==> src/sv/sitoa_pkg.sv <==
package sitoa_pkg;

	localparam int VALUE_WIDTH = 32;

	// decimal digits needed for the largest magnitude, 2^(width-1)
	function automatic int digit_count(input int w);
		longint unsigned v;
		int n;
		v = 64'd1 << (w - 1);
		n = 0;
		while (v != 0) begin
			v = v / 10;
			n = n + 1;
		end
		return n;
	endfunction

	localparam int NUM_DIGITS = digit_count(VALUE_WIDTH);
	localparam int BCD_WIDTH  = 4 * NUM_DIGITS;
	localparam int BIT_CNT_W  = $clog2(VALUE_WIDTH);
	localparam int DIG_CNT_W  = $clog2(NUM_DIGITS + 1);

	localparam logic [7:0] CHAR_ZERO  = 8'h30;
	localparam logic [7:0] CHAR_MINUS = 8'h2d;

	typedef enum logic [2:0] {
		ST_IDLE,
		ST_CONV,
		ST_SKIP,
		ST_SIGN,
		ST_EMIT
	} state_t;

	// commands to the bcd unit
	typedef struct packed {
		logic load;
		logic dabble;
		logic shift_digit;
	} bcd_ctl_t;

	// status from the bcd unit
	typedef struct packed {
		logic [3:0] top_digit;
		logic       top_zero;
	} bcd_stat_t;

endpackage

==> src/sv/sitoa_in_if.sv <==
interface sitoa_in_if import sitoa_pkg::*; ();
	logic                   valid;
	logic                   ready;
	logic [VALUE_WIDTH-1:0] value;

	modport source (output valid, output value, input ready);
	modport sink (input valid, input value, output ready);
endinterface

==> src/sv/sitoa_out_if.sv <==
interface sitoa_out_if;
	logic       valid;
	logic       ready;
	logic [7:0] character;
	logic       last;

	modport source (output valid, output character, output last, input ready);
	modport sink (input valid, input character, input last, output ready);
endinterface

==> src/sv/sitoa_bcd_unit.sv <==
module sitoa_bcd_unit import sitoa_pkg::*; (
	input  logic                   clk,
	input  bcd_ctl_t               ctl,
	input  logic [VALUE_WIDTH-1:0] magnitude,
	output bcd_stat_t              stat
);

	logic [VALUE_WIDTH-1:0] mag_q;
	logic [BCD_WIDTH-1:0]   bcd_q;
	logic [BCD_WIDTH-1:0]   bcd_adj;

	// add-3 correction on every digit of five or more
	always_comb begin
		for (int i = 0; i < NUM_DIGITS; i++) begin
			if (bcd_q[4*i +: 4] >= 4'd5) begin
				bcd_adj[4*i +: 4] = bcd_q[4*i +: 4] + 4'd3;
			end else begin
				bcd_adj[4*i +: 4] = bcd_q[4*i +: 4];
			end
		end
	end

	// one binary bit in per dabble step, one digit out per digit shift
	always_ff @(posedge clk) begin
		if (ctl.load) begin
			mag_q <= magnitude;
			bcd_q <= '0;
		end else if (ctl.dabble) begin
			mag_q <= {mag_q[VALUE_WIDTH-2:0], 1'b0};
			bcd_q <= {bcd_adj[BCD_WIDTH-2:0], mag_q[VALUE_WIDTH-1]};
		end else if (ctl.shift_digit) begin
			bcd_q <= {bcd_q[BCD_WIDTH-5:0], 4'd0};
		end
	end

	assign stat.top_digit = bcd_q[BCD_WIDTH-1 -: 4];
	assign stat.top_zero  = (bcd_q[BCD_WIDTH-1 -: 4] == 4'd0);

endmodule

==> src/sv/signed_int_to_decimal_ascii_unit.sv <==
// signed 32-bit integer to decimal ascii, one character item per output handshake
// conversion: shift-and-add-3 in the bcd unit, one input bit a cycle
// then a leading-zero skip whose final step picks sign or digit
// an item occupies the block until its last digit is loaded for output; ready only while idle
// the first character follows the conversion and skip, and waits out any output stall
// arst_n clears the sequencer and the output valid; data registers are not reset
module signed_int_to_decimal_ascii_unit import sitoa_pkg::*; (
	input  logic         clk,
	input  logic         arst_n,
	sitoa_in_if.sink     din,
	sitoa_out_if.source  dout
);

	state_t                 state_q, state_d;
	logic [BIT_CNT_W-1:0]   bit_cnt_q, bit_cnt_d;
	logic [DIG_CNT_W-1:0]   dig_cnt_q, dig_cnt_d;
	logic                   neg_q, neg_d;
	logic                   out_valid_q;
	logic [7:0]             char_q;
	logic                   last_q;
	logic                   out_load;
	logic [7:0]             out_char;
	logic                   out_last;
	logic                   out_free;
	logic [VALUE_WIDTH-1:0] magnitude;
	bcd_ctl_t               ctl;
	bcd_stat_t              stat;

	// magnitude as unsigned, exact for the most negative value
	assign magnitude = din.value[VALUE_WIDTH-1] ? (~din.value + 1'b1) : din.value;

	assign out_free = !out_valid_q || dout.ready;

	sitoa_bcd_unit u_bcd (
		.clk       (clk),
		.ctl       (ctl),
		.magnitude (magnitude),
		.stat      (stat)
	);

	// sequencer state register
	always_ff @(posedge clk or negedge arst_n) begin
		if (!arst_n) begin
			state_q   <= ST_IDLE;
			bit_cnt_q <= '0;
			dig_cnt_q <= '0;
			neg_q     <= 1'b0;
		end else begin
			state_q   <= state_d;
			bit_cnt_q <= bit_cnt_d;
			dig_cnt_q <= dig_cnt_d;
			neg_q     <= neg_d;
		end
	end

	// next state and commands
	always_comb begin
		state_d         = state_q;
		bit_cnt_d       = bit_cnt_q;
		dig_cnt_d       = dig_cnt_q;
		neg_d           = neg_q;
		ctl             = '0;
		din.ready       = 1'b0;
		out_load        = 1'b0;
		out_char        = CHAR_MINUS;
		out_last        = 1'b0;
		case (state_q)
			ST_IDLE: begin
				din.ready = 1'b1;
				if (din.valid) begin
					ctl.load  = 1'b1;
					neg_d     = din.value[VALUE_WIDTH-1];
					bit_cnt_d = '0;
					state_d   = ST_CONV;
				end
			end
			ST_CONV: begin
				ctl.dabble = 1'b1;
				if (bit_cnt_q == BIT_CNT_W'(VALUE_WIDTH - 1)) begin
					dig_cnt_d = DIG_CNT_W'(NUM_DIGITS);
					state_d   = ST_SKIP;
				end else begin
					bit_cnt_d = bit_cnt_q + 1'b1;
				end
			end
			ST_SKIP: begin
				// drop leading zeros, always keep the last digit
				if (stat.top_zero && dig_cnt_q > DIG_CNT_W'(1)) begin
					ctl.shift_digit = 1'b1;
					dig_cnt_d       = dig_cnt_q - 1'b1;
				end else if (neg_q) begin
					state_d = ST_SIGN;
				end else begin
					state_d = ST_EMIT;
				end
			end
			ST_SIGN: begin
				if (out_free) begin
					out_load = 1'b1;
					out_char = CHAR_MINUS;
					out_last = 1'b0;
					state_d  = ST_EMIT;
				end
			end
			ST_EMIT: begin
				if (out_free) begin
					out_load        = 1'b1;
					out_char        = CHAR_ZERO | {4'd0, stat.top_digit};
					out_last        = (dig_cnt_q == DIG_CNT_W'(1));
					ctl.shift_digit = 1'b1;
					dig_cnt_d       = dig_cnt_q - 1'b1;
					if (dig_cnt_q == DIG_CNT_W'(1)) begin
						state_d = ST_IDLE;
					end
				end
			end
			default: begin
				state_d = ST_IDLE;
			end
		endcase
	end

	// output register valid
	always_ff @(posedge clk or negedge arst_n) begin
		if (!arst_n) begin
			out_valid_q <= 1'b0;
		end else if (out_load) begin
			out_valid_q <= 1'b1;
		end else if (dout.ready) begin
			out_valid_q <= 1'b0;
		end
	end

	// output register payload
	always_ff @(posedge clk) begin
		if (out_load) begin
			char_q <= out_char;
			last_q <= out_last;
		end
	end

	assign dout.valid     = out_valid_q;
	assign dout.character = char_q;
	assign dout.last      = last_q;

endmodule

==> src/flat_wrapper.sv <==
// flat-port wrapper written by rule: the top's interface ports become plain ports
module signed_int_to_decimal_ascii_unit_flat import sitoa_pkg::*;
  (clk, arst_n, din_valid, din_value, din_ready, dout_valid, dout_character, dout_last, dout_ready);
  sitoa_in_if din_i ();
  sitoa_out_if dout_i ();
  input  logic clk;
  input  logic arst_n;
  input wire logic [$bits(din_i.valid)-1:0] din_valid;
  input wire logic [$bits(din_i.value)-1:0] din_value;
  output wire logic [$bits(din_i.ready)-1:0] din_ready;
  output wire logic [$bits(dout_i.valid)-1:0] dout_valid;
  output wire logic [$bits(dout_i.character)-1:0] dout_character;
  output wire logic [$bits(dout_i.last)-1:0] dout_last;
  input wire logic [$bits(dout_i.ready)-1:0] dout_ready;
  assign din_i.valid = din_valid;
  assign din_i.value = din_value;
  assign din_ready = din_i.ready;
  assign dout_valid = dout_i.valid;
  assign dout_character = dout_i.character;
  assign dout_last = dout_i.last;
  assign dout_i.ready = dout_ready;
  signed_int_to_decimal_ascii_unit u_core (.clk(clk), .arst_n(arst_n), .din(din_i), .dout(dout_i));
endmodule
==> config.mk <==
export PLATFORM = sky130hd
export DESIGN_NAME = signed_int_to_decimal_ascii_unit_flat
export DESIGN_NICKNAME = d
export VERILOG_FILES = /design/src/sv/sitoa_pkg.sv /design/src/sv/sitoa_in_if.sv /design/src/sv/sitoa_out_if.sv /design/src/sv/sitoa_bcd_unit.sv /design/src/sv/signed_int_to_decimal_ascii_unit.sv /design/src/flat_wrapper.sv
export SDC_FILE = /design/constraint.sdc
export NUM_CORES = 1
export LEC_CHECK = 0
export ABC_AREA = 0
export ABC_CLOCK_PERIOD_IN_PS = 6500
export BUFFER_PORTS_ARGS = -buffer_cell sky130_fd_sc_hd__buf_4
export CAP_MARGIN = 20
export CORE_MARGIN = 2
export CORE_UTILIZATION = 54
export CTS_CLUSTER_DIAMETER = 50
export DETAILED_ROUTE_END_ITERATION = 12
export PLACE_DENSITY_LB_ADDON = 0.08
export SYNTH_ARGS = -nofsm -noshare
export SYNTH_HDL_FRONTEND = slang
export SYNTH_HIERARCHICAL = 1
export SYNTH_SLANG_ARGS = --single-unit
==> constraint.sdc <==
create_clock -name clk -period 6.5 [get_ports clk]
set_input_delay 0.975 -clock clk [delete_from_list [all_inputs] [get_ports clk]]
set_output_delay 0.975 -clock clk [all_outputs]
set_load 0.01 [all_outputs]
==> impl_metrics.json <==
{
  "status": "completed",
  "antenna-diode-count": 0,
  "synthXorXnorAreaFrac_pct": 4.889,
  "yosysWarnings": 6,
  "nNetsFinal": 656,
  "reg2reg_to": "u_core/u_bcd/bcd_q[35]",
  "synth_edf_count": 38,
  "final_common_cell": "buf_4",
  "synth_top_family_by_area": "simple AND/OR/NAND/NOR gates",
  "muxShareOfSynthArea_pct": 9.952,
  "via_count": 4338,
  "synth_area_per_cell_um2": 9.902,
  "finalSetupViolCount": 0,
  "post_cts_resized": 0,
  "cts_num_sinks": 92,
  "area_delta_synth_final_pct": 7.966,
  "cts_buffers": 9,
  "synth_area_um2": 5733,
  "worst_pin_slew_ns": 1.041,
  "clkTransAtPathRegs_ns": 0.10,
  "ys.flop_type": "dfxtp_1",
  "power.density_nw_per_um2": 475.4,
  "crit_path_top_delay_cell": "or2_2",
  "hold_viol": 0,
  "synth-simple-area-share_pct": 17.57,
  "hpwl_um": 7216,
  "max-vdd-ir-drop_uv": 330.6,
  "synth_cell_types": 59,
  "cts_tree": "built",
  "finalNonFillerCells": 736,
  "slew_headroom_pct": 30.58,
  "drtPass1Iterations": 4,
  "htree_num_levels": 3,
  "cts_hold_buf": 0,
  "antenna_found_initial": 0,
  "clock_path_buffers": 2,
  "worst-r2r-cell-count": 9,
  "timing.rr.start": "u_core/u_bcd/bcd_q[36]",
  "num_rows": 37,
  "required_ns": 6.80,
  "seq_area_frac_synth_pct": 39.98,
  "core_area_um2": 10320,
  "fp.dieH_um": 107.0,
  "synth_compound_gate_area_share_pct": 16.00,
  "path_class": "register to register",
  "netlist_instances": 579,
  "grt_pass1_wl_um": 19020,
  "cpLargestDelayFamily": "simple AND/OR/NAND/NOR gates",
  "io-pin-count": 47,
  "cp-start-kind": "register",
  "synth_fa_ha_area_share_pct": 5.456,
  "min_period_ns": 3.238,
  "place_congestion": 0.7789,
  "viasPerCell": 5.894,
  "fillers": 891,
  "cp_cell_sequence": "inv_1 > ha_1 > nor3b_1 > nor4bb_1 > o31a_1 > or2_2 > nor2b_1 > a32oi_1 > a21oi_1",
  "arrival_ns": 3.54,
  "fin_crit_sh_pct": 49.81,
  "cellLeakagePower_nw": 2.314,
  "ant_nets": 0,
  "maxSlewViolCount": 0,
  "tns_ns": 0,
  "initial_core_util_pct": 55.53,
  "die_w_um": 107.0,
  "fmax_ghz": 0.3089,
  "port_buffers": 43,
  "routedWlPerCell_um": 15.20,
  "critPathCaptureType": "register",
  "synth-seq-cells": 92,
  "grt_pass1_vias": 4133,
  "cts_setup_buffers": 0,
  "hold_class": "primary input to async pin",
  "root_buffer": "clkbuf_8",
  "final_cell_mix": "buf_4 (45), dfxtp_1 (40), edfxtp_1 (38), a21oi_1 (37), mux2_2 (36)",
  "finalWirelength_um": 11190,
  "r2r_slack_ns": 3.26,
  "grt_use_total_pct": 20.36,
  "max_cap_violations": 0,
  "grt_overflow": 0,
  "drive_above_1_share_pct": 18.33,
  "worstPathMaxFanout": 47,
  "drt_iter0_markers": 319,
  "grt_max_degree": 91,
  "die_area_um2": 11460,
  "async_flop_share_pct": 15.22,
  "clk_latency_ns": 0.37,
  "route.detailed.drc": 0,
  "skew_ns": 0.01208,
  "dp.cells": 720,
  "crit_path_max_incr_delay_ns": 0.80,
  "rsz0062_at_grt": "false",
  "critPathBufInv": 1
}
[cells in the mapped netlist, drive strengths merged, types with 2 or more instances]
library cell / count / area [µm²]
nor3: 5 / 25.02
or4: 8 / 67.56
nor2b: 6 / 37.54
o21ai: 36 / 183.9
nand2b: 19 / 118.9
or3: 4 / 30.03
nor4: 3 / 18.77
xor2: 3 / 26.28
nor3b: 22 / 180.2
nand2: 35 / 131.4
a32oi: 9 / 78.83
mux2i: 12 / 120.1
o31ai: 8 / 60.06
dfrtp: 14 / 350.3
mux2: 40 / 450.4
o311ai: 6 / 52.55
nor2: 33 / 126.4
conb: 2 / 7.510
or2: 2 / 12.52
o41ai: 5 / 43.79
inv: 26 / 97.59
buf: 28 / 198.9
nand4b: 18 / 157.7
a21oi: 37 / 185.2
clkbuf: 13 / 48.80
a211oi: 18 / 135.1
ha: 25 / 312.8
dfxtp: 40 / 800.8
and2: 3 / 18.77
nand3: 3 / 15.01
and3: 4 / 25.02
xnor2: 29 / 254.0
o221ai: 12 / 105.1
edfxtp: 38 / 1141
[report_power, final]
| part | internal [W] | total [W] | leakage [nW] | switching (W) |
|---|---|---|---|---|
| Combinational | 0.000640 | 0.00139 | 1.33 | 0.000747 |
| Clock | 0.000162 | 0.000373 | 0.0870 | 0.000211 |
| Sequential | 0.000952 | 0.00118 | 0.896 | 0.000231 |
[worst max path at each step]
stage,endpoint,depth (start not counted),from
2_1_floorplan,u_core/u_bcd/mag_q[21],7,din_value[6]
3_3_place_gp,u_core/u_bcd/bcd_q[38],7,dout_ready
3_5_place_dp,u_core/u_bcd/bcd_q[38],7,dout_ready
6_report,u_core/u_bcd/bcd_q[35],9,u_core/u_bcd/bcd_q[36]
4_1_cts,u_core/u_bcd/bcd_q[35],9,u_core/u_bcd/bcd_q[36]
5_1_grt,u_core/u_bcd/bcd_q[31],9,u_core/u_bcd/bcd_q[36]
[final cells by class]
class / instances / area [µm²] / share of cell area (%)
clock buffer: 11 / 152.6 / 2.466
clock inverter: 5 / 33.78 / 0.5458
inverter: 26 / 97.59 / 1.577
multi-input combinational: 421 / 3105 / 50.17
sequential: 92 / 2292 / 37.03
tap: 136 / 170.2 / 2.749
timing repair buffer: 45 / 337.8 / 5.458
[worst reg2reg max path, delay by kind of cell, from the launching register on]
family	cells	cell delay (ns)
AOI/OAI and AO/OA	3	0.48
adders and majority gates	1	0.22
buffers and inverters	1	0.09
DFF	1	0.36
and+or+nand+nor	4	2.02
[metal layers]
| layer | part of all wire [%] | GRT usage [%] | vias to the layer above |
|---|---|---|---|
| li1 | - | - | 2163 |
| met1 | 48 | 26.38 | 2088 |
| met2 | 48 | 33.73 | 75 |
| met3 | 3.4 | 4.924 | 12 |
| met4 | 1.0 | 6.122 | 0 |
| met5 | 0 | 0 | - |
[kinds of logic (layout without fill, tap and decap cells)]
group,count (synthesis),count (layout)
xor gates and xnor gates,32,32
AOI/OAI and AO/OA,139,139
muxes,52,52
and+or+nand+nor,170,170
DFF,92,92
adders and majority gates,25,25
other,2,3
buffers and inverters,67,87
[registers in the layout, summed over array words and instances (netlist names)]
signal,cells
u_core/bit_cnt_q,5
u_core/dig_cnt_q,4
u_core/dout.character,5
u_core/dout.last,1
u_core/dout.valid,1
u_core/neg_q,1
u_core/state_q,3
u_core/u_bcd/bcd_q,40
u_core/u_bcd/mag_q,32
[per-stage QoR]
step	util, %	area [µm²]	total power [W]	hold WS [ns]	worst slack, ns
floorplan	-	5737	0.002299	0.4537	3.306
global placement	58.15	6003	0.002515	0.4750	3.174
detailed placement	58.15	6003	0.002577	0.4929	3.103
CTS	59.96	6190	0.002954	0.4150	3.239
global route	59.96	6190	0.003204	0.4116	2.855
finish	59.96	6190	0.002943	0.4300	3.262
Power figures use the tool's default switching activity.
